### src/design/ssosc_pkg.sv
// shared types, constants and helpers for the servo sine oscillator
package ssosc_pkg;

    localparam int PHASE_BITS_DEF = 12;
    localparam int TIME_BITS_DEF  = 32;

    localparam int PERIOD_W    = 16;
    localparam int OFFSET_W    = 12;
    localparam int CFG_INDEX_W = 3;
    localparam int CFG_DATA_W  = 16;
    localparam int ANGLE_W     = 8;
    localparam int SUM_W       = 11;

    localparam logic [PERIOD_W-1:0] PERIOD_RESET = 16'd2000;
    localparam logic [ANGLE_W-1:0]  ANGLE_RESET  = 8'd90;

    localparam logic signed [SUM_W-1:0] ANGLE_MID = 11'sd90;
    localparam logic signed [SUM_W-1:0] ANGLE_MAX = 11'sd180;

    // quarter-wave polynomial coefficients, Q16
    localparam logic [16:0] SIN_K1 = 17'd102944;
    localparam logic [16:0] SIN_K3 = 17'd42334;
    localparam logic [16:0] SIN_K5 = 17'd5223;
    localparam logic [16:0] SIN_K7 = 17'd307;
    localparam logic [16:0] SIN_SAT = 17'd32767;

    typedef enum logic [2:0] {
        CMD_TICK    = 3'd0,
        CMD_REFRESH = 3'd1,
        CMD_START   = 3'd2,
        CMD_SET     = 3'd3,
        CMD_STOP    = 3'd4
    } cmd_t;

    localparam logic [CFG_INDEX_W-1:0] REG_AMPLITUDE     = 3'd0;
    localparam logic [CFG_INDEX_W-1:0] REG_CENTER_OFFSET = 3'd1;
    localparam logic [CFG_INDEX_W-1:0] REG_PERIOD_MS     = 3'd2;
    localparam logic [CFG_INDEX_W-1:0] REG_PHASE_OFFSET  = 3'd3;
    localparam logic [CFG_INDEX_W-1:0] REG_TRIM          = 3'd4;
    localparam logic [CFG_INDEX_W-1:0] REG_REVERSE       = 3'd5;
    localparam logic [CFG_INDEX_W-1:0] REG_ATTACHED      = 3'd6;

    function automatic logic [ANGLE_W-1:0] clamp180(input logic signed [SUM_W-1:0] v);
        logic [ANGLE_W-1:0] r;
        if (v < 0) begin
            r = '0;
        end else if (v > ANGLE_MAX) begin
            r = ANGLE_MAX[ANGLE_W-1:0];
        end else begin
            r = v[ANGLE_W-1:0];
        end
        return r;
    endfunction

endpackage

### src/design/ssosc_div.sv
// bit-serial long division giving the cycle phase fraction of elapsed over period
module ssosc_div
    import ssosc_pkg::*;
#(
    parameter int PHASE_BITS = PHASE_BITS_DEF,
    parameter int TIME_BITS  = TIME_BITS_DEF
) (
    input  logic                  aclk,
    input  logic                  aresetn,
    input  logic                  start,
    input  logic [TIME_BITS-1:0]  elapsed,
    input  logic [PERIOD_W-1:0]   period,
    output logic                  done,
    output logic [PHASE_BITS-1:0] frac
);

    localparam int STEPS = TIME_BITS + PHASE_BITS;
    localparam int CNT_W = $clog2(STEPS + 1);
    localparam logic [CNT_W-1:0] LAST_STEP = CNT_W'(STEPS - 1);

    logic                  busy_reg;
    logic                  done_reg;
    logic [CNT_W-1:0]      cnt_reg;
    logic [TIME_BITS-1:0]  dvd_reg;
    logic [PERIOD_W-1:0]   rem_reg;
    logic [PHASE_BITS-1:0] quo_reg;

    logic [PERIOD_W:0]   rem_sh;
    logic [PERIOD_W:0]   rem_diff;
    logic                ge;
    logic [PERIOD_W-1:0] rem_next;

    // dividend is elapsed followed by PHASE_BITS zeros; only the low quotient bits are kept,
    // which equals ((elapsed mod period) << PHASE_BITS) / period
    assign rem_sh   = {rem_reg, dvd_reg[TIME_BITS-1]};
    assign rem_diff = rem_sh - {1'b0, period};
    assign ge       = rem_sh >= {1'b0, period};
    assign rem_next = ge ? rem_diff[PERIOD_W-1:0] : rem_sh[PERIOD_W-1:0];

    always_ff @(posedge aclk) begin
        if (!aresetn) begin
            busy_reg <= 1'b0;
            done_reg <= 1'b0;
            cnt_reg  <= '0;
        end else begin
            done_reg <= 1'b0;
            if (start) begin
                busy_reg <= 1'b1;
                cnt_reg  <= '0;
                dvd_reg  <= elapsed;
                rem_reg  <= '0;
                quo_reg  <= '0;
            end else if (busy_reg) begin
                dvd_reg <= {dvd_reg[TIME_BITS-2:0], 1'b0};
                rem_reg <= rem_next;
                quo_reg <= {quo_reg[PHASE_BITS-2:0], ge};
                cnt_reg <= cnt_reg + 1'b1;
                if (cnt_reg == LAST_STEP) begin
                    busy_reg <= 1'b0;
                    done_reg <= 1'b1;
                end
            end
        end
    end

    assign done = done_reg;
    // a zero period gives phase zero
    assign frac = (period == '0) ? '0 : quo_reg;

endmodule

### src/design/ssosc_sine.sv
// sine polynomial and amplitude scaling on one shared multiplier
module ssosc_sine
    import ssosc_pkg::*;
#(
    parameter int PHASE_BITS = PHASE_BITS_DEF
) (
    input  logic                  aclk,
    input  logic                  aresetn,
    input  logic                  start,
    input  logic [PHASE_BITS-1:0] phase,
    input  logic signed [7:0]     amplitude,
    output logic                  done,
    output logic signed [7:0]     term
);

    localparam int ZQ_W = PHASE_BITS - 1;
    localparam logic [ZQ_W-1:0] QSIZE = {1'b1, {(PHASE_BITS-2){1'b0}}};

    typedef enum logic [2:0] {
        SEQ_IDLE,
        SEQ_SQUARE,
        SEQ_POLY7,
        SEQ_POLY5,
        SEQ_POLY3,
        SEQ_POLY1,
        SEQ_SCALE
    } seq_t;

    seq_t              seq_reg;
    logic              mul_done_reg;
    logic              done_reg;
    logic [16:0]       z_reg;
    logic [16:0]       z2_reg;
    logic [16:0]       t_reg;
    logic [14:0]       s_reg;
    logic [7:0]        amag_reg;
    logic              neg_reg;
    logic [33:0]       prod_reg;
    logic signed [7:0] term_reg;

    logic [1:0]      quad;
    logic [ZQ_W-1:0] zq;
    logic [16:0]     z_start;
    logic [16:0]     op_a;
    logic [16:0]     op_b;
    logic [17:0]     prod_hi;
    logic [16:0]     s_full;
    logic [7:0]      mag;

    assign quad    = phase[PHASE_BITS-1 -: 2];
    assign zq      = quad[0] ? (QSIZE - {1'b0, phase[PHASE_BITS-3:0]})
                             : {1'b0, phase[PHASE_BITS-3:0]};
    assign z_start = {zq, {(18-PHASE_BITS){1'b0}}};
    assign prod_hi = prod_reg[33:16];
    assign s_full  = prod_hi[17:1];
    assign mag     = {1'b0, prod_reg[21:15]};

    always_comb begin
        case (seq_reg)
            SEQ_SQUARE: begin
                op_a = z_reg;
                op_b = z_reg;
            end
            SEQ_POLY7: begin
                op_a = SIN_K7;
                op_b = z2_reg;
            end
            SEQ_POLY5, SEQ_POLY3: begin
                op_a = t_reg;
                op_b = z2_reg;
            end
            SEQ_POLY1: begin
                op_a = z_reg;
                op_b = t_reg;
            end
            SEQ_SCALE: begin
                op_a = {9'd0, amag_reg};
                op_b = {2'd0, s_reg};
            end
            default: begin
                op_a = '0;
                op_b = '0;
            end
        endcase
    end

    // each step: multiply into prod_reg, then use selected bits of the registered product
    always_ff @(posedge aclk) begin
        if (!aresetn) begin
            seq_reg      <= SEQ_IDLE;
            mul_done_reg <= 1'b0;
            done_reg     <= 1'b0;
        end else begin
            done_reg <= 1'b0;
            case (seq_reg)
                SEQ_IDLE: begin
                    if (start) begin
                        z_reg        <= z_start;
                        amag_reg     <= amplitude[7] ? (~amplitude + 8'd1) : amplitude;
                        neg_reg      <= amplitude[7] ^ quad[1];
                        mul_done_reg <= 1'b0;
                        seq_reg      <= SEQ_SQUARE;
                    end
                end
                default: begin
                    if (!mul_done_reg) begin
                        prod_reg     <= op_a * op_b;
                        mul_done_reg <= 1'b1;
                    end else begin
                        mul_done_reg <= 1'b0;
                        case (seq_reg)
                            SEQ_SQUARE: begin
                                z2_reg  <= prod_hi[16:0];
                                seq_reg <= SEQ_POLY7;
                            end
                            SEQ_POLY7: begin
                                t_reg   <= SIN_K5 - prod_hi[16:0];
                                seq_reg <= SEQ_POLY5;
                            end
                            SEQ_POLY5: begin
                                t_reg   <= SIN_K3 - prod_hi[16:0];
                                seq_reg <= SEQ_POLY3;
                            end
                            SEQ_POLY3: begin
                                t_reg   <= SIN_K1 - prod_hi[16:0];
                                seq_reg <= SEQ_POLY1;
                            end
                            SEQ_POLY1: begin
                                s_reg   <= (s_full > SIN_SAT) ? SIN_SAT[14:0] : s_full[14:0];
                                seq_reg <= SEQ_SCALE;
                            end
                            SEQ_SCALE: begin
                                // magnitude truncation equals truncation toward zero
                                term_reg <= neg_reg ? -mag : mag;
                                done_reg <= 1'b1;
                                seq_reg  <= SEQ_IDLE;
                            end
                            default: begin
                                seq_reg <= SEQ_IDLE;
                            end
                        endcase
                    end
                end
            endcase
        end
    end

    assign done = done_reg;
    assign term = term_reg;

endmodule

### src/design/servo_sine_oscillator_core.sv
// servo sine oscillator: command sequencer, configuration registers and output register
//
// Input channel s_*: one command per transaction (tick, refresh, start, set position,
// stop) with set_value used by set position. Output channel m_*: exactly one result
// transaction per command, carrying the servo angle after the command and a strobe
// that is high when the command drove the servo.
// Configuration: cfg_wr_en writes cfg_wdata into register cfg_index at the clock edge;
// the user must write only while no command is in progress; the block does not enforce it.
// Tick, start, set position, stop and an inactive refresh give their result in
// the register in the cycle after acceptance. A refresh that drives the servo runs a
// bit-serial divider of TIME_BITS + PHASE_BITS steps and then six passes of the shared
// multiplier. s_ready is low from acceptance until its result is registered.
// The output register frees the input side: a new command is taken in the cycle the
// pending result is taken. While m_ready is low with a result waiting, s_ready is low.
// Reset (aresetn low, synchronous): registers to their defaults, angle 90, not
// oscillating, elapsed time zero, no result pending.
module servo_sine_oscillator_core
    import ssosc_pkg::*;
#(
    parameter int PHASE_BITS = PHASE_BITS_DEF,
    parameter int TIME_BITS  = TIME_BITS_DEF
) (
    input  logic                   aclk,
    input  logic                   aresetn,
    input  logic                   cfg_wr_en,
    input  logic [CFG_INDEX_W-1:0] cfg_index,
    input  logic [CFG_DATA_W-1:0]  cfg_wdata,
    input  logic                   s_valid,
    output logic                   s_ready,
    input  logic [2:0]             s_command,
    input  logic signed [8:0]      s_set_value,
    output logic                   m_valid,
    input  logic                   m_ready,
    output logic [ANGLE_W-1:0]     m_position,
    output logic                   m_drive_strobe
);

    typedef enum logic [1:0] {
        ST_IDLE,
        ST_DIV,
        ST_SINE,
        ST_POST
    } state_t;

    logic signed [7:0]     amplitude_reg;
    logic signed [7:0]     center_offset_reg;
    logic [PERIOD_W-1:0]   period_ms_reg;
    logic [OFFSET_W-1:0]   phase_offset_reg;
    logic signed [6:0]     trim_reg;
    logic                  reverse_reg;
    logic                  attached_reg;

    state_t                state_reg;
    logic [TIME_BITS-1:0]  elapsed_reg;
    logic                  oscillating_reg;
    logic [ANGLE_W-1:0]    angle_now_reg;
    logic                  m_valid_reg;
    logic [ANGLE_W-1:0]    m_position_reg;
    logic                  m_drive_strobe_reg;

    logic                   s_accept;
    cmd_t                   cmd;
    logic                   refresh_go;
    logic                   div_done;
    logic [PHASE_BITS-1:0]  div_frac;
    logic [PHASE_BITS-1:0]  phase_off;
    logic [PHASE_BITS-1:0]  phase;
    logic                   sine_start;
    logic                   sine_done;
    logic signed [7:0]      sine_term;
    logic signed [SUM_W-1:0] trim_ext;
    logic signed [SUM_W-1:0] sp_sum;
    logic signed [SUM_W-1:0] sp_mirror;
    logic [ANGLE_W-1:0]     sp_angle;
    logic signed [SUM_W-1:0] osc_sum;
    logic [ANGLE_W-1:0]     osc_clamped;
    logic [ANGLE_W-1:0]     osc_mirror;
    logic signed [SUM_W-1:0] osc_trimmed;
    logic [ANGLE_W-1:0]     osc_angle;

    // configuration registers
    always_ff @(posedge aclk) begin
        if (!aresetn) begin
            amplitude_reg     <= '0;
            center_offset_reg <= '0;
            period_ms_reg     <= PERIOD_RESET;
            phase_offset_reg  <= '0;
            trim_reg          <= '0;
            reverse_reg       <= 1'b0;
            attached_reg      <= 1'b0;
        end else if (cfg_wr_en) begin
            case (cfg_index)
                REG_AMPLITUDE:     amplitude_reg     <= cfg_wdata[7:0];
                REG_CENTER_OFFSET: center_offset_reg <= cfg_wdata[7:0];
                REG_PERIOD_MS:     period_ms_reg     <= cfg_wdata[PERIOD_W-1:0];
                REG_PHASE_OFFSET:  phase_offset_reg  <= cfg_wdata[OFFSET_W-1:0];
                REG_TRIM:          trim_reg          <= cfg_wdata[6:0];
                REG_REVERSE:       reverse_reg       <= cfg_wdata[0];
                REG_ATTACHED:      attached_reg      <= cfg_wdata[0];
                default: begin
                end
            endcase
        end
    end

    assign s_ready    = (state_reg == ST_IDLE) && (!m_valid_reg || m_ready);
    assign s_accept   = s_valid && s_ready;
    assign cmd        = cmd_t'(s_command);
    assign refresh_go = s_accept && (cmd == CMD_REFRESH) && attached_reg && oscillating_reg;
    assign sine_start = (state_reg == ST_DIV) && div_done;

    // phase offset is given in 1/4096 turn; rescale to PHASE_BITS
    generate
        if (PHASE_BITS >= OFFSET_W) begin : g_off_up
            assign phase_off = PHASE_BITS'(phase_offset_reg) << (PHASE_BITS - OFFSET_W);
        end else begin : g_off_down
            assign phase_off = phase_offset_reg[OFFSET_W-1 -: PHASE_BITS];
        end
    endgenerate

    assign phase = div_frac + phase_off;

    ssosc_div #(
        .PHASE_BITS (PHASE_BITS),
        .TIME_BITS  (TIME_BITS)
    ) u_div (
        .aclk    (aclk),
        .aresetn (aresetn),
        .start   (refresh_go),
        .elapsed (elapsed_reg),
        .period  (period_ms_reg),
        .done    (div_done),
        .frac    (div_frac)
    );

    ssosc_sine #(
        .PHASE_BITS (PHASE_BITS)
    ) u_sine (
        .aclk      (aclk),
        .aresetn   (aresetn),
        .start     (sine_start),
        .phase     (phase),
        .amplitude (amplitude_reg),
        .done      (sine_done),
        .term      (sine_term)
    );

    // set position: trim, then mirror, then clamp
    assign trim_ext  = {{(SUM_W-7){trim_reg[6]}}, trim_reg};
    assign sp_sum    = {{(SUM_W-9){s_set_value[8]}}, s_set_value} + trim_ext;
    assign sp_mirror = reverse_reg ? (ANGLE_MAX - sp_sum) : sp_sum;
    assign sp_angle  = clamp180(sp_mirror);

    // oscillation: centre, clamp, mirror, trim, clamp again
    assign osc_sum     = {{(SUM_W-8){sine_term[7]}}, sine_term}
                       + {{(SUM_W-8){center_offset_reg[7]}}, center_offset_reg} + ANGLE_MID;
    assign osc_clamped = clamp180(osc_sum);
    assign osc_mirror  = reverse_reg ? (ANGLE_MAX[ANGLE_W-1:0] - osc_clamped) : osc_clamped;
    assign osc_trimmed = {{(SUM_W-ANGLE_W){1'b0}}, osc_mirror} + trim_ext;
    assign osc_angle   = clamp180(osc_trimmed);

    always_ff @(posedge aclk) begin
        if (!aresetn) begin
            state_reg          <= ST_IDLE;
            elapsed_reg        <= '0;
            oscillating_reg    <= 1'b0;
            angle_now_reg      <= ANGLE_RESET;
            m_valid_reg        <= 1'b0;
            m_position_reg     <= ANGLE_RESET;
            m_drive_strobe_reg <= 1'b0;
        end else begin
            if (m_valid_reg && m_ready) begin
                m_valid_reg <= 1'b0;
            end
            case (state_reg)
                ST_IDLE: begin
                    if (s_accept) begin
                        m_valid_reg        <= 1'b1;
                        m_position_reg     <= angle_now_reg;
                        m_drive_strobe_reg <= 1'b0;
                        case (cmd)
                            CMD_TICK: begin
                                elapsed_reg <= elapsed_reg + TIME_BITS'(1);
                            end
                            CMD_REFRESH: begin
                                if (refresh_go) begin
                                    m_valid_reg <= 1'b0;
                                    state_reg   <= ST_DIV;
                                end
                            end
                            CMD_START: begin
                                elapsed_reg     <= '0;
                                oscillating_reg <= 1'b1;
                            end
                            CMD_SET: begin
                                oscillating_reg    <= 1'b0;
                                angle_now_reg      <= sp_angle;
                                m_position_reg     <= sp_angle;
                                m_drive_strobe_reg <= attached_reg;
                            end
                            CMD_STOP: begin
                                oscillating_reg <= 1'b0;
                            end
                            default: begin
                            end
                        endcase
                    end
                end
                ST_DIV: begin
                    if (div_done) begin
                        state_reg <= ST_SINE;
                    end
                end
                ST_SINE: begin
                    if (sine_done) begin
                        state_reg <= ST_POST;
                    end
                end
                ST_POST: begin
                    // output register was emptied when the refresh was accepted
                    angle_now_reg      <= osc_angle;
                    m_valid_reg        <= 1'b1;
                    m_position_reg     <= osc_angle;
                    m_drive_strobe_reg <= 1'b1;
                    state_reg          <= ST_IDLE;
                end
                default: begin
                    state_reg <= ST_IDLE;
                end
            endcase
        end
    end

    assign m_valid        = m_valid_reg;
    assign m_position     = m_position_reg;
    assign m_drive_strobe = m_drive_strobe_reg;

`ifndef ASSERT_OFF
    a_angle_range: assert property (@(posedge aclk) disable iff (!aresetn)
        angle_now_reg <= ANGLE_MAX[ANGLE_W-1:0])
        else $error("angle outside 0..180");

    a_post_drives: assert property (@(posedge aclk) disable iff (!aresetn)
        (state_reg == ST_POST) |=> (m_valid_reg && m_drive_strobe_reg))
        else $error("oscillation update did not produce a driving result");

    a_div_done_state: assert property (@(posedge aclk) disable iff (!aresetn)
        div_done |-> (state_reg == ST_DIV))
        else $error("divider finished outside the divide phase");

    a_sine_done_state: assert property (@(posedge aclk) disable iff (!aresetn)
        sine_done |-> (state_reg == ST_SINE))
        else $error("sine unit finished outside the sine phase");

    a_strobe_attached: assert property (@(posedge aclk) disable iff (!aresetn)
        (m_valid_reg && m_drive_strobe_reg) |-> attached_reg)
        else $error("servo driven while detached");
`endif

endmodule
### config.mk
export PLATFORM = sky130hd
export DESIGN_NAME = servo_sine_oscillator_core
export DESIGN_NICKNAME = d
export VERILOG_FILES = /design/src/design/ssosc_pkg.sv /design/src/design/ssosc_div.sv /design/src/design/ssosc_sine.sv /design/src/design/servo_sine_oscillator_core.sv
export SDC_FILE = /design/constraint.sdc
export NUM_CORES = 1
export LEC_CHECK = 0
export BUFFER_PORTS_ARGS = -buffer_cell sky130_fd_sc_hd__buf_2
export CORE_MARGIN = 1
export CORE_UTILIZATION = 30
export DETAILED_ROUTE_END_ITERATION = 8
export PLACE_DENSITY = 0.45
export SLEW_MARGIN = 15
export SYNTH_ARGS = -nofsm -noshare
export SYNTH_HDL_FRONTEND = slang
export SYNTH_SLANG_ARGS = --single-unit
### constraint.sdc
create_clock -name aclk -period 8 [get_ports aclk]
set_clock_uncertainty 0.15 [all_clocks]
set_input_delay 2 -clock aclk [delete_from_list [all_inputs] [get_ports aclk]]
set_output_delay 2 -clock aclk [all_outputs]
set_load 0.05 [all_outputs]
### After elaboration in Yosys (flattened, before gate mapping)

Cells that the tools add are included.

| storage, ports and cells | value |
|---|---|
| bits of input ports | 36 |
| output and inout port bits | 11 |
| register bits after elaboration | 282 |

| operators by class | value |
|---|---|
| reduce and logical (&&, ||, !) cells | 47 |
| eq/ne operators | 27 |
| mux-type cells | 51 |
| add/subtract/negate cells | 16 |
| multiply operators | 1 |
| $lt $le $gt $ge | 8 |
| bitwise gates (word level) | 6 |

Operators with widths:

| cell | count |
|---|---|
| $pmux 17 s4 | 2 |
| $mux 8 | 9 |
| $mux 32 | 2 |
| $pmux 32 s2 | 1 |
| $pmux 17 s3 | 1 |
| $mul 17x17->34 | 1 |
| $add 32x1->32 const B | 1 |
| $mux 16 | 2 |
| $mux 12 | 2 |
| $eq 3x3->1 const B | 7 |
| $add 9x7->10 | 2 |
| $gt 10x9->1 const B | 2 |
| $lt 10x1->1 const B | 2 |
| $reduce_and 2->1 | 10 |
| $eq 3x2->1 const B | 6 |
| $ge 17x16->1 | 1 |
| $gt 17x15->1 const B | 1 |
| $sub 13x17->17 const A | 1 |
| $sub 16x17->17 const A | 1 |
| $sub 17x17->17 const A | 1 |
| $logic_not 16->1 | 1 |
| $pmux 8 s2 | 1 |
| $reduce_and 4->1 | 4 |
| $sub 16x16->16 | 1 |
| other kinds (41) | 94 |

### Logic depth before layout (Yosys ltp)

Gate-level depths: netlist of the first run.

| logic depth | value |
|---|---|
| depth after elaboration | 12 |
| gate-level depth with buffers | 32 |

### Cells and area by module

From an unflattened synthesis of the first run, not the netlist that was laid out.

| unflattened totals | value |
|---|---|
| cells, all modules | 2843 |
| area total of the unflattened synthesis | 25605.8 um^2 |

By module, submodules not included:

| module | seq. area each (um^2) | times used | cells each | area an instance (um^2) |
|---|---|---|---|---|
| ssosc_sine | 2982.9 | 1 | 1686 | 15120.8 |
| servo_sine_oscillator_core | 1961.9 | 1 | 836 | 6687.7 |
| ssosc_div | 1961.9 | 1 | 321 | 3797.4 |

### Least setup slack after synthesis of the first run

Ideal clock, no wire load.

| timing path | value |
|---|---|
| path type | register -> register |
| start | reg u_sine.seq_reg[2] |
| end | reg u_sine.prod_reg[33] (data pin) |
| stages on the path, launching flop included | 29 |
| arrival | 7.594 ns |
| setup time | 0.264 ns |
| buffers on the path | 4 |
| setup slack | -0.009 ns |
| cell sequence | dfxtp_1 clkbuf_1 inv_1 clkbuf_1 ha_1 or2_2 clkbuf_1 a222oi_1 clkbuf_1 nor2_1 fa_1 fa_1 inv_1 fa_1 inv_1 fa_1 inv_1 fa_1 inv_1 fa_1 ha_1 a21oi_1 o21ai_0 a211oi_1 a21o_1 a31oi_1 and4_1 a2111oi_2 xnor2_1 |

| between the ends | value |
|---|---|
| word-level cells in the longest chain between the ends | 4 |
| elaborated cells between the ends (all ways) | 12 |

RTL lines:

| element | line | source |
|---|---|---|
| start, declared | ssosc_sine.sv:29 | `seq_t seq_reg;` |
| start signal, assigned | ssosc_sine.sv:90 | `seq_reg <= SEQ_IDLE;` |
| start signal, assigned | ssosc_sine.sv:102 | `seq_reg <= SEQ_SQUARE;` |
| start signal, assigned | ssosc_sine.sv:114 | `seq_reg <= SEQ_POLY7;` |
| $eq 3x2->1 (tied with other cells) | ssosc_sine.sv:59 | `case (seq_reg)` |
| $reduce_or 3->1 (no line) / $reduce_or 2->1 (equally long branches) | -- |  |
| $pmux 17 s4 | ssosc_sine.sv:59 |  |
| $mul 17x17->34 (*) | ssosc_sine.sv:107 | `prod_reg <= op_a * op_b;` |
| end signal, assigned | ssosc_sine.sv:107 |  |
| end, declared | ssosc_sine.sv:38 | `logic [33:0] prod_reg;` |

Mark *: on every way between the ends. The rest lies on a longest branch, timed or not.
A chain may end at the register's enable or synchronous reset.

### Worst setup path after layout of the first run

| timing path | value |
|---|---|
| start | reg u_sine.seq_reg[1] |
| end | reg u_sine.prod_reg[33] (data pin) |

Same word-level chain as after synthesis.

==> impl_metrics.tcl, run 1 <==
set metrics [dict create \
    status "finished clean" \
    synth_top_flop_cell "edfxtp_1" \
    vias_per_cell 4.87 \
    numCtsBuffers 31 \
    required_ns 8.15 \
    drive_gt1_share_pct 9.80 \
    drtAntennaViolNets 0 \
    grt_pass1_vias 18800 \
    synth_seq_cells 267 \
    synthTopCellsByArea "edfxtp_1, fa_1, ha_1" \
    utilization_pct 34.4 \
    clk_path_buf_depth 3 \
    crit_top_cell "fa_1" \
    avgSynthCellArea_um2 9.19 \
    netlist_area_um2 24300 \
    cts_tree "built" \
    hpwl_um 53300 \
    seq_power_share_pct 42.4 \
    nNetsFinal 3168 \
    clk_pin_slew_ns 0.06 \
    endpoint "u_sine.prod_reg[33]$_DFFE_PP_" \
    pwr-share-clk_pct 42.4 \
    hold_violations 0 \
    wl_um 66700 \
    ys_types 87 \
    drc_errors 0 \
    preCtsSetupSlack_ns -0.169 \
    htreeDepth 1 \
    start_util_pct 30.5 \
    die-area_um2 82000 \
    fmax_mhz 130 \
    synth-edff-count 156 \
    grt_usage_pct 16.3 \
    synthCells 2641 \
    synth-warning-count 0 \
    grt_pass1_wl_um 106000 \
    crit_fanout 12 \
    period_minus_slack_ns 7.69 \
    clock_latency_ns 0.59 \
    slew_headroom_pct 28.7 \
    vias 18500 \
    fp.dieW_um 286 \
    drv_slew 0 \
    final.setup.tns_ns 0 \
    ys_seq_area_share_pct 28.5 \
    antenna_found_initial 2 \
    drt_iter0_drc 1101 \
    cp.arrival_ns 7.85 \
    synth-async-reset-ratio_pct 0 \
    r2r-start "u_sine.seq_reg[1]$_SDFFE_PN0P_" \
    switching_share_pct 28.1 \
    min-delay-start "center_offset_reg[3]$_SDFFE_PN0P_" \
    die_h_um 286 \
    synth_top_area_share_pct 19.3 \
    grt_max_degree 61 \
    power_frac_comb_pct 15.2 \
    rows 103 \
    cts_num_sinks 267 \
    drv_cap 0 \
    cts_hold_buf 0 \
    syn-num-nets 3099 \
    clockRootBuffer "clkbuf_16" \
    hold_class "reg -> reg" \
    yosysTopAreaCell "edfxtp_1" \
    io_buffers 46 \
    start_kind "flip-flop" \
    grt_overflow 0 \
    cp-startpoint "u_sine.seq_reg[1]$_SDFFE_PN0P_" \
    irDropWorstVdd_uv 155 \
    finalSetupViolations 0 \
    slowest_stage "fa_1" \
    regToRegSetupSlack_ns 0.31 \
    critPathMaxStageDelay_ns 0.55 \
    power_switching_mw 1.00 \
    finalWeightedCongestion 0.875 \
    rr_worst_depth 26 \
    leakage_nw 11.7 \
    worstMarginPinSlew_ns 1.07 \
    r2r_end "u_sine.prod_reg[33]$_DFFE_PP_" \
    worst_slack_ns 0.307 \
    crit_path_end_kind "flip-flop" \
    worst-setup-path-type "reg -> reg" \
    ios 47 \
    area_delta_synth_final_pct 12.6 \
    p_int_mw 2.57 \
    min_period_over_period_pct 96.2 \
    dr.pass1.iters 5 \
    p_per_area_nw_per_um2 131 \
    routedWlPerCell_um 17.6 \
    core_area_um2 79500 \
]
## placed cells by master, fill, tap and decap left out, types with 18 or more instances in the layout
| cell | Yosys | routed |
|---|---|---|
| mux2i_1 | 27 | 27 |
| dfxtp_1 | 111 | 109 |
| nand2_1 | 389 | 384 |
| a211oi_1 | 22 | 21 |
| a21oi_1 | 116 | 116 |
| nand2b_1 | 21 | 20 |
| fa_1 | 228 | 228 |
| buf_2 | 4 | 46 |
| buf_4 | 1 | 80 |
| clkbuf_16 | 0 | 34 |
| ha_1 | 194 | 194 |
| nand4_1 | 19 | 19 |
| and2_1 | 61 | 60 |
| a21o_1 | 23 | 21 |
| inv_1 | 333 | 332 |
| edfxtp_1 | 156 | 156 |
| nand3_1 | 30 | 30 |
| xnor2_1 | 83 | 83 |
| xor2_1 | 46 | 46 |
| o21ai_0 | 75 | 74 |
| mux2_2 | 32 | 32 |
| a22oi_1 | 33 | 32 |
| nor2b_1 | 36 | 35 |
| a22o_1 | 21 | 18 |
| nor3_1 | 33 | 29 |
| and3_1 | 25 | 25 |
| nor2_1 | 225 | 223 |
| o21a_1 | 22 | 22 |
## power groups by stage
stage	Clock [mW]	Combinational, mW	Sequential, mW
5_1_grt	1.61	0.594	1.52
3_3_place_gp	0	0.527	1.54
3_5_place_dp	0	0.532	1.54
6_report	1.51	0.544	1.51
4_1_cts	1.56	0.535	1.51
2_1_floorplan	0	0.309	1.59
## synth_stat cells, types with 33 or more instances
cell type  instances
nand2_1          389
inv_1            333
fa_1             228
nor2_1           225
ha_1             194
edfxtp_1         156
a21oi_1          116
dfxtp_1          111
clkbuf_1          83
xnor2_1           83
o21ai_0           75
and2_1            61
xor2_1            46
nor2b_1           36
a22oi_1           33
nor3_1            33
## cells by family (layout without fill, tap and decap cells)
logic type      Yosys count  in the layout  synth area share [%]
other cells               0              2                     0
fa+ha+maj               422            422                  28.8
simple gates            896            896                  16.7
buf+inv                 432            526                  6.76
compound gates          436            436                  12.0
flops                   267            267                  28.5
xor+xnor                129            129                  4.66
mux                      59             59                  2.60
## worst max-delay path: cells and delay by family (launching register included)
kind / cells / cell delay [ns]
xor+xnor: 1 / 0.11
simple gates: 3 / 0.60
buf+inv: 7 / 0.93
compound gates: 7 / 1.66
fa+ha+maj: 8 / 3.58
flops: 1 / 0.37
## how the worst min path moves through the flow
stage	endpoint	slack (ns)	cells past startpoint
2_1_floorplan	u_sine.z2_reg[14]$_DFFE_PP_	0.27	0
3_3_place_gp	center_offset_reg[3]$_SDFFE_PN0P_	0.30	2
3_5_place_dp	center_offset_reg[3]$_SDFFE_PN0P_	0.30	2
4_1_cts	center_offset_reg[3]$_SDFFE_PN0P_	0.31	2
5_1_grt	phase_off[2]$_SDFFE_PN0P_	0.34	2
6_report	center_offset_reg[3]$_SDFFE_PN0P_	0.31	2
## layout make-up
class                           count  area (um^2)
Fill cell                        8199        52200
Multi-Input combinational cell   1942        15800
Sequential cell                   267         6910
Tap cell                         1050         1310
Inverter                          336         1260
Timing Repair Buffer              132          920
Clock buffer                       39          870
Clock inverter                     19          223
Antenna cell                        2         5.00
## layer usage
layer | vias to the layer above | track usage (%) | routed length [um]
met1 | 9056 | 22.8 | 32000
met5 | - | 0 | 0
li1 | 8998 | - | -
met2 | 347 | 27.2 | 31200
met4 | 0 | 3.32 | 1140
met3 | 59 | 1.76 | 2360
## repair_timing
action | in CTS | in global routing
cloned | 0 | 0
resized for setup | 2 | 28
setup buffers | 0 | 14
endpoints found under the hold margin | 0 | 0
pin swaps | 3 | 4
setup endpoints to repair | 1 | 6
## per-stage QoR
stage / cell area [um^2] / hold WS, ns / cells / total power [mW]
after floorplan: 24300 / 0.274 / 2641 / 1.90
after global placement: 26000 / 0.297 / 3713 / 2.07
after detailed placement: 26000 / 0.300 / 3713 / 2.07
final: 27300 / 0.307 / 3787 / 3.57
after global routing: 27300 / 0.337 / 3785 / 3.72
after CTS: 27100 / 0.308 / 3771 / 3.61
No activity file was read; power rests on OpenSTA's default activity.
==> run 2: changes to the inputs <==
--- a/config.mk
+++ b/config.mk
@@ -9,7 +9,7 @@
 export CORE_MARGIN = 1
 export CORE_UTILIZATION = 30
 export DETAILED_ROUTE_END_ITERATION = 8
-export PLACE_DENSITY = 0.45
+export PLACE_DENSITY_LB_ADDON = 0.25
 export SLEW_MARGIN = 15
 export SYNTH_ARGS = -nofsm -noshare
 export SYNTH_HDL_FRONTEND = slang
==> impl_metrics.tcl, run 2 (synthesized netlist as in run 1, its figures left out) <==
set metrics [dict create \
    period_minus_slack_ns 7.60 \
    die_h_um 286 \
    drv_cap 0 \
    slew_headroom_pct 27.2 \
    fmax_mhz 132 \
    antenna_found_initial 2 \
    grt_usage_pct 15.6 \
    vias 18300 \
    worst-setup-path-type "reg -> reg" \
    cp-startpoint "u_sine.seq_reg[2]$_SDFFE_PN0P_" \
    nNetsFinal 3162 \
    drt_iter0_drc 1216 \
    core_area_um2 79500 \
    critPathMaxStageDelay_ns 0.55 \
    worst_slack_ns 0.400 \
    mostFrequentLayoutCells "nand2_1, inv_1, fa_1" \
    routedWlPerCell_um 16.9 \
    worst_hold_slack_ns 0.309 \
    antennaDiodeCount 0 \
    finalWeightedCongestion 0.887 \
    rr_worst_depth 27 \
    htreeDepth 1 \
    drtAntennaViolNets 0 \
    numCtsBuffers 31 \
    r2r-start "u_sine.seq_reg[2]$_SDFFE_PN0P_" \
    start_kind "flip-flop" \
    crit_path_end_kind "flip-flop" \
    min_period_over_period_pct 95.0 \
    leakage_nw 11.7 \
    finalSetupViolations 0 \
    grt_max_degree 61 \
    endpoint "u_sine.prod_reg[33]$_DFFE_PP_" \
    fp.dieW_um 286 \
    worstMarginPinSlew_ns 1.09 \
    drc_errors 0 \
    drive_gt1_share_pct 9.31 \
    clk_pin_slew_ns 0.06 \
    clockRootBuffer "clkbuf_16" \
    place_area_um2 26100 \
    wl_um 63800 \
    hold_class "reg -> reg" \
    status "finished clean" \
    layout_commonest_cell "nand2_1" \
    hpwl_um 50800 \
    preCtsSetupSlack_ns 0.116 \
    clk_path_buf_depth 3 \
    grt_overflow 0 \
    crit_fanout 17 \
    hold_violations 0 \
    cp.buffers_inverters 8 \
    p_per_area_nw_per_um2 129 \
    crit_family "adder cells" \
    io_buffers 46 \
    irDropWorstVdd_uv 162 \
    slowest_stage "fa_1" \
    cp.arrival_ns 7.77 \
    start_util_pct 30.5 \
    cp.depth 27 \
    drv_slew 0 \
    final.setup.tns_ns 0 \
    grt_pass1_wl_um 102000 \
    ios 47 \
    vias_per_cell 4.84 \
    rows 103 \
    final_area_um2 27200 \
    rsz0062_at_grt "false" \
    area_delta_synth_final_pct 12.1 \
    grt_pass1_vias 18300 \
    cts_num_sinks 267 \
    dr.pass1.iters 5 \
    clock_latency_ns 0.58 \
    cts_tree "built" \
    required_ns 8.17 \
    die-area_um2 82000 \
    regToRegSetupSlack_ns 0.40 \
    crit_top_cell "fa_1" \
    r2r_end "u_sine.prod_reg[33]$_DFFE_PP_" \
]
==> run 2: cell types whose count changed in the layout (fill, tap and decap cells not counted), sizes merged <==
| cell | change |
|---|---|
| bufinv | -2 |
| buf | -5 |
| clkinv | +9 |
| bufbuf | -1 |
| diode | -2 |
| inv | -5 |
| clkbuf | -2 |
==> run 2: per-layer routing <==
layer	track usage (%)	routed length, um
met5	0	7
met4	3.20	1290
met3	1.49	2330
met2	25.7	29100
met1	22.3	31100
==> run 2: worst min path at each step <==
stage                                      startpoint                                end  slack, ns  cells after the start
floorplan               u_sine.prod_reg[30]$_DFFE_PP_        u_sine.z2_reg[14]$_DFFE_PP_       0.27                      0
global placement    center_offset_reg[1]$_SDFFE_PN0P_  center_offset_reg[1]$_SDFFE_PN0P_       0.29                      2
detailed placement  center_offset_reg[1]$_SDFFE_PN0P_  center_offset_reg[1]$_SDFFE_PN0P_       0.30                      2
CTS                 center_offset_reg[1]$_SDFFE_PN0P_  center_offset_reg[1]$_SDFFE_PN0P_       0.31                      2
global route        center_offset_reg[1]$_SDFFE_PN0P_  center_offset_reg[1]$_SDFFE_PN0P_       0.34                      2
finish              center_offset_reg[1]$_SDFFE_PN0P_  center_offset_reg[1]$_SDFFE_PN0P_       0.31                      2
==> run 2: final cells by class <==
type | instances | area [um^2]
clock buffers | 37 | 893
clock inverters | 21 | 163
fillers | 8240 | 52300
inverters | 336 | 1260
multi-input cells | 1942 | 15800
flip-flops and latches | 267 | 6910
well taps | 1050 | 1310
repair buffers | 126 | 860
==> run 2: report_power, final <==
group | total [mW] | internal, mW | switching [mW]
Sequential | 1.52 | 1.48 | 0.0374
Combinational | 0.532 | 0.173 | 0.359
Clock | 1.45 | 0.858 | 0.588
Total | 3.50 | 2.51 | 0.984
==> run 2: worst register-to-register path, cell delays in order (launching register included) <==
cell,delay [ns]
dfxtp_1,0.33
buf_4,0.19
nor2b_1,0.08
buf_4,0.15
and2_1,0.25
a222oi_1,0.51
buf_12,0.21
nor2_1,0.07
fa_1,0.44
fa_1,0.54
inv_1,0.05
fa_1,0.49
inv_1,0.06
fa_1,0.55
inv_1,0.06
fa_1,0.53
inv_1,0.06
fa_1,0.48
ha_1,0.37
a21oi_1,0.13
o21ai_0,0.13
a211oi_1,0.26
buf_4,0.18
a21o_1,0.23
a31oi_2,0.16
and4_1,0.24
a2111oi_2,0.36
xnor2_1,0.10
==> run 2: per-stage QoR <==
step	std cells	power (mW)	utilization [%]
floorplan	2641	1.90	-
global placement	3718	2.07	32.8
detailed placement	3718	2.07	32.8
CTS	3776	3.53	34.1
global route	3779	3.63	34.2
finish	3779	3.50	34.2
==> run 2: repair_timing <==
action / CTS / global route
hold buffers: 0 / 0
buffers inserted: 0 / 3
gates resized for setup: 0 / 17
endpoints found under the setup margin: 0 / 8
==> run 3: changes to the inputs <==
--- a/config.mk
+++ b/config.mk
@@ -9,7 +9,7 @@
 export CORE_MARGIN = 1
 export CORE_UTILIZATION = 30
 export DETAILED_ROUTE_END_ITERATION = 8
-export PLACE_DENSITY_LB_ADDON = 0.25
+export GPL_TIMING_DRIVEN = 0
 export SLEW_MARGIN = 15
 export SYNTH_ARGS = -nofsm -noshare
 export SYNTH_HDL_FRONTEND = slang
==> impl_metrics.tcl, run 3 (synthesized netlist as in run 1, its figures left out) <==
set metrics [dict create \
    cts_num_sinks 267 \
    irDropWorstVdd_uv 191 \
    die-area_um2 82000 \
    grt_usage_pct 15.7 \
    power_frac_comb_pct 16.1 \
    regToRegSetupSlack_ns 0.17 \
    drv_slew 0 \
    worst-setup-path-type "reg -> reg" \
    status "finished clean" \
    seq_power_share_pct 42.7 \
    layout_commonest_cell "nand2_1" \
    hold_violations 0 \
    core_area_um2 79500 \
    r2r-start "u_sine.seq_reg[2]$_SDFFE_PN0P_" \
    power_switching_mw 1.02 \
    wl_met3_um 4180 \
    drt_iter0_drc 1481 \
    clk_path_buf_depth 3 \
    io_buffers 45 \
    hpwl_um 50300 \
    period_minus_slack_ns 7.83 \
    cp-startpoint "u_sine.seq_reg[2]$_SDFFE_PN0P_" \
    vias 18800 \
    wl_um 64300 \
    min_period_over_period_pct 97.9 \
    clock_latency_ns 0.60 \
    rows 103 \
    dr.pass1.iters 5 \
    nNetsFinal 3213 \
    p_per_area_nw_per_um2 127 \
    cts_tree "built" \
    start_util_pct 30.5 \
    finalSetupViolations 0 \
    area_delta_synth_final_pct 14.3 \
    required_ns 8.19 \
    utilization_pct 34.9 \
    pwr-share-clk_pct 41.1 \
    grt_max_degree 29 \
    drv_cap 0 \
    worst_hold_slack_ns 0.298 \
    routedWlPerCell_um 16.8 \
    worstMarginPinSlew_ns 0.966 \
    hold_class "reg -> reg" \
    clk_pin_slew_ns 0.06 \
    vias_per_cell 4.92 \
    grt_pass1_wl_um 102000 \
    leakage_nw 11.8 \
    finalWeightedCongestion 0.916 \
    wl_met2_um 29300 \
    drive_gt1_share_pct 11.0 \
    p_int_mw 2.52 \
    mostFrequentLayoutCells "nand2_1, inv_1, fa_1" \
    grt_overflow 0 \
    slew_headroom_pct 35.6 \
    crit_path_end_kind "flip-flop" \
    ios 47 \
    highest_layer "met4" \
    r2r_end "u_sine.prod_reg[33]$_DFFE_PP_" \
    cp.arrival_ns 8.03 \
    fmax_mhz 128 \
    endpoint "u_sine.prod_reg[33]$_DFFE_PP_" \
    critPathMaxStageDelay_ns 0.61 \
    numCtsBuffers 31 \
    die_h_um 286 \
    crit_fanout 10 \
    htreeDepth 1 \
    rr_worst_depth 31 \
    switching_share_pct 28.7 \
    drc_errors 0 \
    start_kind "flip-flop" \
    clockRootBuffer "clkbuf_16" \
    slowest_stage "fa_2" \
    wl_met1_um 29400 \
    antenna_found_initial 0 \
    drtAntennaViolNets 0 \
    grt_pass1_vias 18600 \
    fp.dieW_um 286 \
]
## run 3: cell types whose count changed in the layout (fill, tap and decap cells not counted), sizes merged
cell	previous run	this run
clkbuf	37	112
diode	0	1
clkinv	17	14
buf	126	105
## run 3: critical path, delay by kind of cell (launching register included)
| family | cells | cell delay, ns |
|---|---|---|
| and+or+nand+nor | 5 | 0.78 |
| AOI/OAI and AO/OA | 6 | 1.21 |
| xor gates and xnor gates | 1 | 0.11 |
| buffers and inverters | 11 | 1.34 |
| DFF | 1 | 0.37 |
| adders and majority gates | 8 | 3.61 |
## run 3: layout make-up
cell class | count | area, um^2
timing repair buffer | 84 | 566
clock buffer | 40 | 892
buffer | 93 | 558
tap | 1050 | 1310
fill | 8107 | 51800
clock inverter | 18 | 169
antenna | 1 | 2.50
inverter | 336 | 1270
multi-input combinational | 1942 | 16100
sequential | 267 | 6910
## run 3: power groups by stage
stage	sequential [mW]	combinational [mW]	clock (mW)
2_1_floorplan	1.59	0.309	0
3_3_place_gp	1.54	0.526	0
3_5_place_dp	1.54	0.533	0
4_1_cts	1.51	0.557	1.48
5_1_grt	1.51	0.614	1.54
6_report	1.51	0.570	1.45
## run 3: per-layer routing
| metal | global-route usage, % | up-vias |
|---|---|---|
| met4 | 4.37 | 0 |
| met1 | 22.1 | 9132 |
| met5 | 0 | - |
| li1 | - | 9072 |
| met2 | 25.0 | 530 |
| met3 | 2.06 | 102 |
## run 3: repair_timing
| item | in CTS | in global routing |
|---|---|---|
| setup buffers | 16 | 14 |
| endpoints found under the hold margin | 0 | 0 |
| endpoints found under the setup margin | 19 | 10 |
| hold buffers | 0 | 0 |
| gates cloned | 1 | 0 |
| pin swaps | 8 | 13 |
| resized for setup | 122 | 58 |
## run 3: worst min path at each step
stage / start / cells after the start / endpoint / slack [ns]
after floorplan: u_sine.prod_reg[30]$_DFFE_PP_ / 0 / u_sine.z2_reg[14]$_DFFE_PP_ / 0.27
after global placement: u_sine.prod_reg[30]$_DFFE_PP_ / 0 / u_sine.z2_reg[14]$_DFFE_PP_ / 0.28
after detailed placement: u_sine.prod_reg[21]$_DFFE_PP_ / 0 / u_sine.z2_reg[5]$_DFFE_PP_ / 0.28
after CTS: u_sine.prod_reg[21]$_DFFE_PP_ / 0 / u_sine.z2_reg[5]$_DFFE_PP_ / 0.30
after global routing: u_sine.prod_reg[21]$_DFFE_PP_ / 0 / u_sine.z2_reg[5]$_DFFE_PP_ / 0.32
final: u_sine.prod_reg[21]$_DFFE_PP_ / 0 / u_sine.z2_reg[5]$_DFFE_PP_ / 0.30
## run 3: metrics by stage
step	power (mW)	instance area (um^2)	worst slack (ns)	setup TNS, ns	instances
floorplan	1.90	24300	0.0134	0	2641
global placement	2.07	25800	-2.50	-35.01	3736
detailed placement	2.07	26000	-2.62	-37.25	3746
CTS	3.55	27500	0.0423	0	3820
global route	3.66	27700	-0.0826	-0.173	3830
finish	3.54	27700	0.167	0	3831
